==> config.mk <==
export PLATFORM = sky130hd
export DESIGN_NAME = pedal_plausibility_monitor
export DESIGN_NICKNAME = d
export VERILOG_FILES = /design/src/rtl/core/ppm_pkg.sv /design/src/rtl/core/ppm_cfg_regs.sv /design/src/rtl/core/ppm_check.sv /design/src/rtl/core/ppm_persist.sv /design/src/rtl/core/pedal_plausibility_monitor.sv
export SDC_FILE = /design/constraint.sdc
export NUM_CORES = 1
export LEC_CHECK = 0
export BUFFER_PORTS_ARGS = -buffer_cell sky130_fd_sc_hd__buf_4
export CAP_MARGIN = 20
export CORE_MARGIN = 1
export CORE_UTILIZATION = 65
export CTS_CLUSTER_DIAMETER = 80
export DETAILED_ROUTE_END_ITERATION = 6
export PLACE_DENSITY_LB_ADDON = 0.15
export SKIP_CTS_REPAIR_TIMING = 1
export SYNTH_ARGS = -nofsm -noshare
export SYNTH_HDL_FRONTEND = slang
export SYNTH_SLANG_ARGS = --single-unit
==> constraint.sdc <==
create_clock -name clk -period 6.86 [get_ports clk]
set_input_delay 1.029 -clock clk [delete_from_list [all_inputs] [get_ports clk]]
set_output_delay 1.029 -clock clk [all_outputs]
set_load 0.05 [all_outputs]
==> src/rtl/core/ppm_pkg.sv <==
package ppm_pkg;

    localparam int unsigned RAW_W  = 16;
    localparam int unsigned CNT_W  = 16;
    localparam int unsigned CFG_W  = 32;
    localparam int unsigned IDX_W  = 3;
    localparam int unsigned FLT_W  = 4;

    localparam logic [IDX_W-1:0] REG_ACCEL_A_WINDOW     = 3'd0;
    localparam logic [IDX_W-1:0] REG_ACCEL_B_WINDOW     = 3'd1;
    localparam logic [IDX_W-1:0] REG_BRAKE_FRONT_WINDOW = 3'd2;
    localparam logic [IDX_W-1:0] REG_BRAKE_REAR_WINDOW  = 3'd3;
    localparam logic [IDX_W-1:0] REG_DISAGREE_LIMIT     = 3'd4;
    localparam logic [IDX_W-1:0] REG_ABUSE_THRESHOLDS   = 3'd5;
    localparam logic [IDX_W-1:0] REG_ABUSE_CHECK_ON     = 3'd6;
    localparam logic [IDX_W-1:0] REG_PERSIST_LIMIT      = 3'd7;

    localparam logic [CFG_W-1:0] WINDOW_RST        = 32'hFFFF_0000;
    localparam logic [RAW_W-1:0] DISAGREE_RST      = 16'hFFFF;
    localparam logic [CFG_W-1:0] ABUSE_THRESH_RST  = 32'hFFFF_FFFF;
    localparam logic             ABUSE_ON_RST      = 1'b0;
    localparam logic [CNT_W-1:0] PERSIST_RST       = 16'd10;

    localparam int unsigned FLT_ACCEL_RANGE = 0;
    localparam int unsigned FLT_ACCEL_DIFF  = 1;
    localparam int unsigned FLT_BRAKE_RANGE = 2;
    localparam int unsigned FLT_ABUSE       = 3;

    typedef struct packed {
        logic [RAW_W-1:0] accel_raw_a;
        logic [RAW_W-1:0] accel_raw_b;
        logic [RAW_W-1:0] accel_pos_a;
        logic [RAW_W-1:0] accel_pos_b;
        logic [RAW_W-1:0] brake_raw_front;
        logic [RAW_W-1:0] brake_raw_rear;
        logic [RAW_W-1:0] accel_pos;
        logic [RAW_W-1:0] brake_pres_front;
    } sample_t;

    typedef struct packed {
        logic [FLT_W-1:0] fault_flags;
        logic             fault_status;
    } result_t;

    typedef struct packed {
        logic [CFG_W-1:0] accel_a_window;
        logic [CFG_W-1:0] accel_b_window;
        logic [CFG_W-1:0] brake_front_window;
        logic [CFG_W-1:0] brake_rear_window;
        logic [RAW_W-1:0] disagree_limit;
        logic [CFG_W-1:0] abuse_thresholds;
        logic             abuse_check_on;
        logic [CNT_W-1:0] persist_limit;
    } cfg_t;

    typedef struct packed {
        logic accel_range;
        logic accel_diff;
        logic brake_range;
        logic abuse;
    } cond_t;

    function automatic logic outside(logic [RAW_W-1:0] v, logic [CFG_W-1:0] win);
        logic [RAW_W-1:0] upper;
        logic [RAW_W-1:0] lower;
        upper = win[CFG_W-1:RAW_W];
        lower = win[RAW_W-1:0];
        return (v > upper) || (v < lower);
    endfunction

endpackage

==> src/rtl/core/ppm_cfg_regs.sv <==
module ppm_cfg_regs (
    input  logic                        clk,
    input  logic                        rst_n,
    input  logic                        cfg_we,
    input  logic [ppm_pkg::IDX_W-1:0]   cfg_index,
    input  logic [ppm_pkg::CFG_W-1:0]   cfg_data,
    output ppm_pkg::cfg_t               cfg
);

    ppm_pkg::cfg_t cfg_reg;
    ppm_pkg::cfg_t cfg_next;

    always_comb
    begin
        cfg_next = cfg_reg;
        if (cfg_we)
        begin
            case (cfg_index)
                ppm_pkg::REG_ACCEL_A_WINDOW:     cfg_next.accel_a_window = cfg_data;
                ppm_pkg::REG_ACCEL_B_WINDOW:     cfg_next.accel_b_window = cfg_data;
                ppm_pkg::REG_BRAKE_FRONT_WINDOW: cfg_next.brake_front_window = cfg_data;
                ppm_pkg::REG_BRAKE_REAR_WINDOW:  cfg_next.brake_rear_window = cfg_data;
                ppm_pkg::REG_DISAGREE_LIMIT:
                    cfg_next.disagree_limit = cfg_data[ppm_pkg::RAW_W-1:0];
                ppm_pkg::REG_ABUSE_THRESHOLDS:   cfg_next.abuse_thresholds = cfg_data;
                ppm_pkg::REG_ABUSE_CHECK_ON:     cfg_next.abuse_check_on = cfg_data[0];
                ppm_pkg::REG_PERSIST_LIMIT:
                    cfg_next.persist_limit = cfg_data[ppm_pkg::CNT_W-1:0];
                default:                         cfg_next = cfg_reg;
            endcase
        end
    end

    always_ff @(posedge clk or negedge rst_n)
    begin
        if (!rst_n)
        begin
            cfg_reg.accel_a_window     <= ppm_pkg::WINDOW_RST;
            cfg_reg.accel_b_window     <= ppm_pkg::WINDOW_RST;
            cfg_reg.brake_front_window <= ppm_pkg::WINDOW_RST;
            cfg_reg.brake_rear_window  <= ppm_pkg::WINDOW_RST;
            cfg_reg.disagree_limit     <= ppm_pkg::DISAGREE_RST;
            cfg_reg.abuse_thresholds   <= ppm_pkg::ABUSE_THRESH_RST;
            cfg_reg.abuse_check_on     <= ppm_pkg::ABUSE_ON_RST;
            cfg_reg.persist_limit      <= ppm_pkg::PERSIST_RST;
        end
        else
        begin
            cfg_reg <= cfg_next;
        end
    end

    assign cfg = cfg_reg;

endmodule

==> src/rtl/core/ppm_check.sv <==
module ppm_check (
    input  ppm_pkg::sample_t smp,
    input  ppm_pkg::cfg_t    cfg,
    output ppm_pkg::cond_t   cond
);

    logic [ppm_pkg::RAW_W-1:0] diff;

    always_comb
    begin
        if (smp.accel_pos_a > smp.accel_pos_b)
        begin
            diff = smp.accel_pos_a - smp.accel_pos_b;
        end
        else
        begin
            diff = smp.accel_pos_b - smp.accel_pos_a;
        end

        cond.accel_range = ppm_pkg::outside(smp.accel_raw_a, cfg.accel_a_window)
                        || ppm_pkg::outside(smp.accel_raw_b, cfg.accel_b_window);
        cond.accel_diff  = diff > cfg.disagree_limit;
        cond.brake_range = ppm_pkg::outside(smp.brake_raw_front, cfg.brake_front_window)
                        || ppm_pkg::outside(smp.brake_raw_rear, cfg.brake_rear_window);
        cond.abuse = (smp.accel_pos
                      > cfg.abuse_thresholds[ppm_pkg::CFG_W-1:ppm_pkg::RAW_W])
                  && (smp.brake_pres_front
                      > cfg.abuse_thresholds[ppm_pkg::RAW_W-1:0]);
    end

endmodule

==> src/rtl/core/ppm_persist.sv <==
module ppm_persist (
    input  logic                      clk,
    input  logic                      rst_n,
    input  logic                      advance,
    input  logic                      active,
    input  logic                      cond,
    input  logic [ppm_pkg::CNT_W-1:0] limit,
    output logic                      trip
);

    logic [ppm_pkg::CNT_W-1:0] count_reg;
    logic [ppm_pkg::CNT_W-1:0] count_next;
    logic [ppm_pkg::CNT_W:0]   incr;

    // The increment is one bit wider so that a limit at full scale never wraps.
    always_comb
    begin
        incr       = {1'b0, count_reg} + {{ppm_pkg::CNT_W{1'b0}}, 1'b1};
        trip       = 1'b0;
        count_next = count_reg;
        if (active)
        begin
            if (!cond)
            begin
                count_next = '0;
            end
            else if (incr > {1'b0, limit})
            begin
                count_next = limit;
                trip       = 1'b1;
            end
            else
            begin
                count_next = incr[ppm_pkg::CNT_W-1:0];
            end
        end
    end

    always_ff @(posedge clk or negedge rst_n)
    begin
        if (!rst_n)
        begin
            count_reg <= '0;
        end
        else if (advance)
        begin
            count_reg <= count_next;
        end
    end

endmodule

==> src/rtl/core/pedal_plausibility_monitor.sv <==
// A sample word is checked in the input register and its result word is offered
// from the result register. Throughput: one sample word per cycle while the
// result side does not stall; input and result registers form a two-stage
// pipeline, so result stall reaches the sample side only once both stages are full.
// Reset: configuration returns to its defaults, all persistence counters and
// sticky faults clear, and both pipeline stages empty.
module pedal_plausibility_monitor (
    input  logic                      clk,
    input  logic                      rst_n,
    input  logic                      sample_valid,
    output logic                      sample_stall,
    input  ppm_pkg::sample_t          sample,
    output logic                      result_valid,
    input  logic                      result_stall,
    output ppm_pkg::result_t          result,
    input  logic                      cfg_we,
    input  logic [ppm_pkg::IDX_W-1:0] cfg_index,
    input  logic [ppm_pkg::CFG_W-1:0] cfg_data
);

    ppm_pkg::cfg_t    cfg;
    ppm_pkg::cond_t   cond;
    ppm_pkg::sample_t smp_reg;
    logic             smp_valid_reg;
    logic             smp_valid_next;
    logic             res_valid_reg;
    logic             res_valid_next;
    ppm_pkg::result_t res_reg;
    logic [ppm_pkg::FLT_W-1:0] sticky_reg;
    logic [ppm_pkg::FLT_W-1:0] sticky_next;
    logic [ppm_pkg::FLT_W-1:0] trip;
    logic             advance;
    logic             take;

    ppm_cfg_regs u_cfg (
        .clk       (clk),
        .rst_n     (rst_n),
        .cfg_we    (cfg_we),
        .cfg_index (cfg_index),
        .cfg_data  (cfg_data),
        .cfg       (cfg)
    );

    ppm_check u_check (
        .smp  (smp_reg),
        .cfg  (cfg),
        .cond (cond)
    );

    ppm_persist u_accel_range (
        .clk (clk), .rst_n (rst_n), .advance (advance), .active (1'b1),
        .cond (cond.accel_range), .limit (cfg.persist_limit),
        .trip (trip[ppm_pkg::FLT_ACCEL_RANGE])
    );

    ppm_persist u_accel_diff (
        .clk (clk), .rst_n (rst_n), .advance (advance), .active (1'b1),
        .cond (cond.accel_diff), .limit (cfg.persist_limit),
        .trip (trip[ppm_pkg::FLT_ACCEL_DIFF])
    );

    ppm_persist u_brake_range (
        .clk (clk), .rst_n (rst_n), .advance (advance), .active (1'b1),
        .cond (cond.brake_range), .limit (cfg.persist_limit),
        .trip (trip[ppm_pkg::FLT_BRAKE_RANGE])
    );

    // With the abuse check switched off its counter neither counts nor clears.
    ppm_persist u_abuse (
        .clk (clk), .rst_n (rst_n), .advance (advance),
        .active (cfg.abuse_check_on),
        .cond (cond.abuse), .limit (cfg.persist_limit),
        .trip (trip[ppm_pkg::FLT_ABUSE])
    );

    always_comb
    begin
        advance        = smp_valid_reg && (!res_valid_reg || !result_stall);
        sample_stall   = smp_valid_reg && !advance;
        take           = sample_valid && !sample_stall;
        smp_valid_next = take || (smp_valid_reg && !advance);
        res_valid_next = advance || (res_valid_reg && result_stall);
        sticky_next    = sticky_reg | trip;
    end

    always_ff @(posedge clk or negedge rst_n)
    begin
        if (!rst_n)
        begin
            smp_valid_reg <= 1'b0;
            res_valid_reg <= 1'b0;
            sticky_reg    <= '0;
        end
        else
        begin
            smp_valid_reg <= smp_valid_next;
            res_valid_reg <= res_valid_next;
            if (advance)
            begin
                sticky_reg <= sticky_next;
            end
        end
    end

    always_ff @(posedge clk)
    begin
        if (take)
        begin
            smp_reg <= sample;
        end
        if (advance)
        begin
            res_reg.fault_flags  <= sticky_next;
            res_reg.fault_status <= |sticky_next;
        end
    end

    assign result_valid = res_valid_reg;
    assign result       = res_reg;

endmodule

# ---- Word level (Yosys, flattened, before mapping)
# Index checks and enable logic that the tools add are counted.
dict set report totals {
  inputBits 168
  register_bits 396
  out_inout_bits 7
  word_cells 102
}
dict set report op_classes {
  eq_ne 7
  n_lt_le_gt_ge 16
  reduce_logical 29
  add_sub_neg 6
  n_mux 18
  bitwise_logic 1
}
# operator count
set op_table {}
lappend op_table {{16-bit 2-to-1 mux} 9}
lappend op_table {{16-bit > comparator} 8}
lappend op_table {{16-bit by 1-bit adder with 17-bit output (second input constant)} 4}
lappend op_table {{17-bit by 16-bit > comparator with 1-bit output} 4}
lappend op_table {{16-bit < comparator} 4}
lappend op_table {{16-bit subtractor} 2}
lappend op_table {{2-bit AND reduction} 9}
lappend op_table {{3-bit equality test (second input constant)} 4}
lappend op_table {{1-bit logical OR} 9}
lappend op_table {{1-bit 2-to-1 mux} 9}
lappend op_table {{3-bit by 2-bit equality test with 1-bit output (second input constant)} 2}
lappend op_table {{1-bit logical AND} 5}
lappend op_table {{1-bit logical NOT} 4}
lappend op_table {{4-bit bitwise OR} 1}
lappend op_table {{4-bit OR reduction} 1}
lappend op_table {{3-bit by 1-bit equality test with 1-bit output (second input constant)} 1}
lappend op_table {{3-bit logical NOT} 1}

# ---- Longest topological paths before layout
dict set report logic_depth {
  ltp_word 8
  depth_mapped 22
}

# ---- Modules after synthesis
# From an unflattened synthesis, not the netlist that was laid out.
dict set report unflattened {
  cells_unflattened 2167
  hier_area_um2 23915.4
}
# module area_each_um2 instances seq_area_each_um2 cells_per_inst
set modules_own_cells {}
lappend modules_own_cells {ppm_cfg_regs 7439.6 1 4972.3 418}
lappend modules_own_cells {ppm_persist 1577.8 4 400.4 195}
lappend modules_own_cells {ppm_check 5910.7 1 0.0 814}
lappend modules_own_cells {pedal_plausibility_monitor 4254.1 1 4144.0 155}

# ---- Worst setup path before layout
# Ideal clock, no wire load.
dict set report synth_path {
  path_kind {input port to flip-flop}
  start {in result_stall}
  end {reg smp_reg[0] (netlist name), enable pin}
  path_slack_ns 2.260
  t_required_ns 6.357
  cell_stages 2
  t_arrival_ns 4.097
  path_cell_list {nand3_1 > and2_1}
}
dict set report synth_via {
  elab_chain_len 7
}
# item line_no
set synth_rtl {}
lappend synth_rtl {{from (decl)} pedal_plausibility_monitor.sv:14} ;# input logic result_stall,
lappend synth_rtl {{1-bit logical NOT} pedal_plausibility_monitor.sv:78} ;# advance = smp_valid_reg && (!res_valid_reg || !result_stall);
lappend synth_rtl {{1-bit logical OR} pedal_plausibility_monitor.sv:78}
lappend synth_rtl {{1-bit logical AND} pedal_plausibility_monitor.sv:78}
lappend synth_rtl {{1-bit logical NOT} pedal_plausibility_monitor.sv:79} ;# sample_stall = smp_valid_reg && !advance;
lappend synth_rtl {{1-bit logical AND} pedal_plausibility_monitor.sv:79}
lappend synth_rtl {{1-bit logical NOT} pedal_plausibility_monitor.sv:80} ;# take = sample_valid && !sample_stall;
lappend synth_rtl {{1-bit logical AND} pedal_plausibility_monitor.sv:80}
lappend synth_rtl {{net take} pedal_plausibility_monitor.sv:33} ;# logic take;
lappend synth_rtl {{to (signal assigned)} pedal_plausibility_monitor.sv:109} ;# smp_reg <= sample;
lappend synth_rtl {{to (decl)} pedal_plausibility_monitor.sv:23} ;# ppm_pkg::sample_t smp_reg;
# The timed path passes the listed nets, and every way through them passes these cells.
# A chain may end at the register's enable or synchronous reset.

# ---- Worst setup path after layout
dict set report layout_path {
  start {reg smp_reg[91] (netlist name)}
  end {reg u_accel_diff.count_reg[7] (netlist name)}
}
dict set report layout_via {
  elab_chain_len 4
  word_cells_on_any_way 6
}
# item line_no
set layout_rtl {}
lappend layout_rtl {{16-bit subtractor (tied with other cells)} ppm_check.sv:17} ;# diff = smp.accel_pos_b - smp.accel_pos_a;
lappend layout_rtl {{16-bit 2-to-1 mux *} ppm_check.sv:11} ;# if (smp.accel_pos_a > smp.accel_pos_b)
lappend layout_rtl {{16-bit > comparator *} ppm_check.sv:22} ;# cond.accel_diff = diff > cfg.disagree_limit;
lappend layout_rtl {{16-bit 2-to-1 mux *} ppm_persist.sv:23} ;# if (!cond)
lappend layout_rtl {{to (signal assigned)} ppm_persist.sv:47} ;# count_reg <= count_next;
lappend layout_rtl {{to (decl)} ppm_persist.sv:11} ;# logic [ppm_pkg::CNT_W-1:0] count_reg;
# Every way passes the cells marked *; elsewhere a longest branch is shown, timed or not.

==> results.md <==
* total die area: 36900 um^2
* count of state elements after synthesis: 396
* Core Region: 35600 um^2
* average cell area after synthesis: 10.3 um^2
* clock transition at the register clock pins on the worst setup and hold paths after CTS: 0.06 ns
* DR top layer: met5
* pin count of the biggest net entering global routing: 163
* stage delay of the slowest cell on the critical path: 0.52 ns
* cells along the critical path: ha_1 -> nand4_1 -> nor2_1 -> nand3_1 -> a21oi_2 -> buf_6 -> mux2_2 -> a221oi_2 -> xnor2_1 -> ha_1 -> a21o_1 -> a221oi_1 -> o21ai_0 -> nand2_1 -> a21oi_1 -> buf_4 -> nand2_1 -> o22ai_1
* main flop type after synthesis: sky130_fd_sc_hd__dfrtp_1
* maximum clock insertion buffer count: 3
* aggregate negative setup slack: 0 ns
* width of the die: 192 um
* total grt overflow: 0
* vias in the first global route: 17900
* sum of met3 wire segment lengths after detailed routing: 4430 um
* ratio of routed vias to standard cells: 6.20
* type of the worst setup path: reg2reg
* outcome: finished clean
* final layout net count: 2872
* WP depth: 18
* fraction of the mapped netlist area in compound gates: 13.2%
* multiplexer share of the synthesized area: 6.72%
* height of the die: 192 um
* insertion delay to the later sink of the worst-skew pair: 0.58 ns
* synthesized cell area: 23500 um^2
* maximum VDD drop: 0.383 mV
* endpoint kind of the worst setup timing path: flip-flop
* switching share of total power: 34.9%
* share of cells above drive strength 1: 20.6%
* max-slew violation total from the final report: 0
* Post-Synth Adder-Cell Area: 14.6%
* wire length of the first global-routing pass: 94400 um
* Async S/R FF share, synth: 66.4%
* slack of the worst reg-to-reg path: 1.76 ns
* met2 wire length: 28100 um
* GRT Resource Usage Total: 33.4%
* number of antenna violations at the first check in global routing: 5
* Max Clk Rate: 0.196 GHz
* via count: 18200
* endpoint of the worst register-to-register path: u_accel_diff.count_reg[7]$_DFFE_PN0P_
* Cell variety after synth: 80
* Synth Net Count: 2712
* dominant combinational cell family by area after synthesis: adder cells
* Initial DRC Count: 1551
* number of maximum-capacitance violations: 0
* initial core utilization: 65.9%
* Clock Skew: 0.0233 ns
* sort of element at the start of the critical path: flip-flop
* WP data arrival: 5.52 ns
* Site Rows: 69
* number of enable-type register cells in the synthesized netlist: 133
* number of flip-flops under the largest register name: 193
* last element of the critical path: u_accel_diff.count_reg[7]$_DFFE_PN0P_
* Area growth, synth to finish: 13.5%
* count of unresolved DRC violations after routing: 0
* cell family with the largest share of critical-path delay: compound AO/OA/AOI/OAI gates
* portion of total power attributed to combinational logic: 33.1%
* Clock Tree Root: sky130_fd_sc_hd__clkbuf_16
* part of the Yosys area used for sequential elements: 45.7%
* first drt pass iteration count: 5
* sequential share of power: 39.6%
* simple-gate portion of the synthesized area: 11.8%
* Total Power: 8580 uW
* clock share of power: 27.2%
* actual transition at the worst max-transition pin: 1.08 ns
* Leakage: 0.0121 uW
* number of primary I/O pins: 175
* final number of setup-violating endpoints: 0
* post-layout minimum cycle time: 5.10 ns
* switching component of the power: 2990 uW
* Post-Route WL: 60300 um
* synth warn: 0
* internal power: 5590 uW
* logic depth of the worst register-to-register path: 18
* Worst EP required: 7.28 ns
* DPL Wire Length: 42500 um
* path category of the worst min-delay check: reg2reg
* IO Port Bufs: 174
* Critical Path Start: smp_reg[91]$_DFFE_PP_
* power density of the placed cells: 322 nW/um^2
* final hold violation count: 0
* r2r startpoint: smp_reg[91]$_DFFE_PP_
* clock buffers created by TritonCTS: 44
* unrepaired setup endpoints after global routing: no
* Bufs and invs on worst path: 2
* relative slew slack: 28.2%
* Routed Antenna Nets: 0
* share of the clock period used by the worst path after layout: 74.3%
* Worst Path Max Fanout: 16
* final routed wire length divided by cell count: 20.6 um
* Post-Synth XOR/XNOR Area: 2.35%
* WL met1: 25700 um
* cell type of the slowest stage on the worst timing path: sky130_fd_sc_hd__ha_1
* final weighted congestion of routability-driven global placement: 0.903
* TritonCTS clock tree: built
* H-tree levels: 2
* post-synthesis cell count: 2271
* clock sinks: 396
==> Yosys cell counts (all sizes together) (10+ instances only) <==
cell type    n  share of area, %
mux2        97               4.7
o21ai      174               3.7
nand2      242               3.9
dfrtp      149                16
nor2        91               1.5
edfxtp     133                17
nor2b       18              0.48
or2         12              0.32
ha         271                14
nor4        10              0.38
clkbuf      57              0.91
mux2i       48               2.0
and3        19              0.53
xnor2       51               1.9
xor2        12              0.45
and4        12              0.46
o221ai      14              0.52
and2        14              0.37
nand2b      11              0.29
a21oi       95               2.0
a21o        39               1.2
o2111ai     12              0.45
inv        254               4.1
a31oi       17              0.45
o211ai      37               1.2
o41ai       14              0.60
dfstp      114                13
buf         22              0.59
a211oi      18              0.58
nor3        17              0.36
nand3       58               1.3
o22ai       13              0.35
nand4       49               1.3
==> cells by family after synthesis <==
group | Yosys count
xor+xnor | 63
flops | 396
simple gates | 574
mux | 145
compound gates | 487
fa+ha+maj | 273
buf+inv | 333
==> worst min path at each step <==
stage | startpoint | end | slack [ns] | cells after the start
CTS | sticky_reg[3]$_DFFE_PN0P_ | sticky_reg[3]$_DFFE_PN0P_ | 0.48 | 1
detailed placement | sticky_reg[3]$_DFFE_PN0P_ | sticky_reg[3]$_DFFE_PN0P_ | 0.47 | 1
floorplan | sticky_reg[1]$_DFFE_PN0P_ | sticky_reg[1]$_DFFE_PN0P_ | 0.44 | 2
global placement | sticky_reg[3]$_DFFE_PN0P_ | sticky_reg[3]$_DFFE_PN0P_ | 0.47 | 1
global route | sticky_reg[3]$_DFFE_PN0P_ | sticky_reg[3]$_DFFE_PN0P_ | 0.52 | 1
finish | sticky_reg[3]$_DFFE_PN0P_ | sticky_reg[3]$_DFFE_PN0P_ | 0.48 | 1
==> cells in the final DEF (no fill, tap or decap), types with 13 or more instances in the layout <==
master,count
sky130_fd_sc_hd__nor3_1,15
sky130_fd_sc_hd__a31oi_1,17
sky130_fd_sc_hd__ha_1,271
sky130_fd_sc_hd__a21oi_1,94
sky130_fd_sc_hd__a21o_1,39
sky130_fd_sc_hd__buf_4,190
sky130_fd_sc_hd__inv_1,254
sky130_fd_sc_hd__nor2b_1,18
sky130_fd_sc_hd__nand4_1,49
sky130_fd_sc_hd__nand2_1,240
sky130_fd_sc_hd__o21ai_0,169
sky130_fd_sc_hd__dfstp_2,114
sky130_fd_sc_hd__nor2_1,89
sky130_fd_sc_hd__o41ai_1,13
sky130_fd_sc_hd__mux2i_1,48
sky130_fd_sc_hd__dfrtp_1,149
sky130_fd_sc_hd__o211ai_1,37
sky130_fd_sc_hd__edfxtp_1,133
sky130_fd_sc_hd__o22ai_1,13
sky130_fd_sc_hd__o221ai_1,13
sky130_fd_sc_hd__nand3_1,57
sky130_fd_sc_hd__clkbuf_16,48
sky130_fd_sc_hd__mux2_2,96
sky130_fd_sc_hd__xnor2_1,51
sky130_fd_sc_hd__and3_1,18
sky130_fd_sc_hd__a211oi_1,18
==> per-stage QoR <==
step | std cells | hold slack (ns) | util, % | cell area [um^2] | worst slack (ns)
global placement | 2845 | 0.466 | 70.8 | 25200 | 1.78
detailed placement | 2845 | 0.467 | 70.8 | 25200 | 1.62
global route | 2928 | 0.518 | 74.9 | 26600 | 1.40
floorplan | 2271 | 0.436 | - | 23500 | 2.26
finish | 2928 | 0.481 | 74.9 | 26600 | 1.76
CTS | 2925 | 0.484 | 74.8 | 26600 | 1.59
==> cell type report <==
class	instances	area, um^2
fill	2465	8940
timing repair buffer	193	1470
clock buffer	65	1370
multi-input combinational	1542	11500
clock inverter	15	73.8
sequential	396	10700
tap	461	577
inverter	254	953
antenna	2	5.00
==> metal layers <==
metal,global-route usage (%),vias up
li1,-,8430
met1,45.7,8847
met2,53.2,725
met3,5.88,149
met4,12.6,2
met5,0,-
==> power groups by stage <==
| stage | clock (uW) | combinational [uW] | sequential (uW) |
|---|---|---|---|
| after floorplan | 0 | 2110 | 3260 |
| after global placement | 0 | 2620 | 3400 |
| after detailed placement | 0 | 2770 | 3420 |
| after CTS | 2370 | 2810 | 3390 |
| after global routing | 2450 | 3180 | 3450 |
| final | 2340 | 2840 | 3400 |
Note: power is estimated with default switching activity, not from simulation.
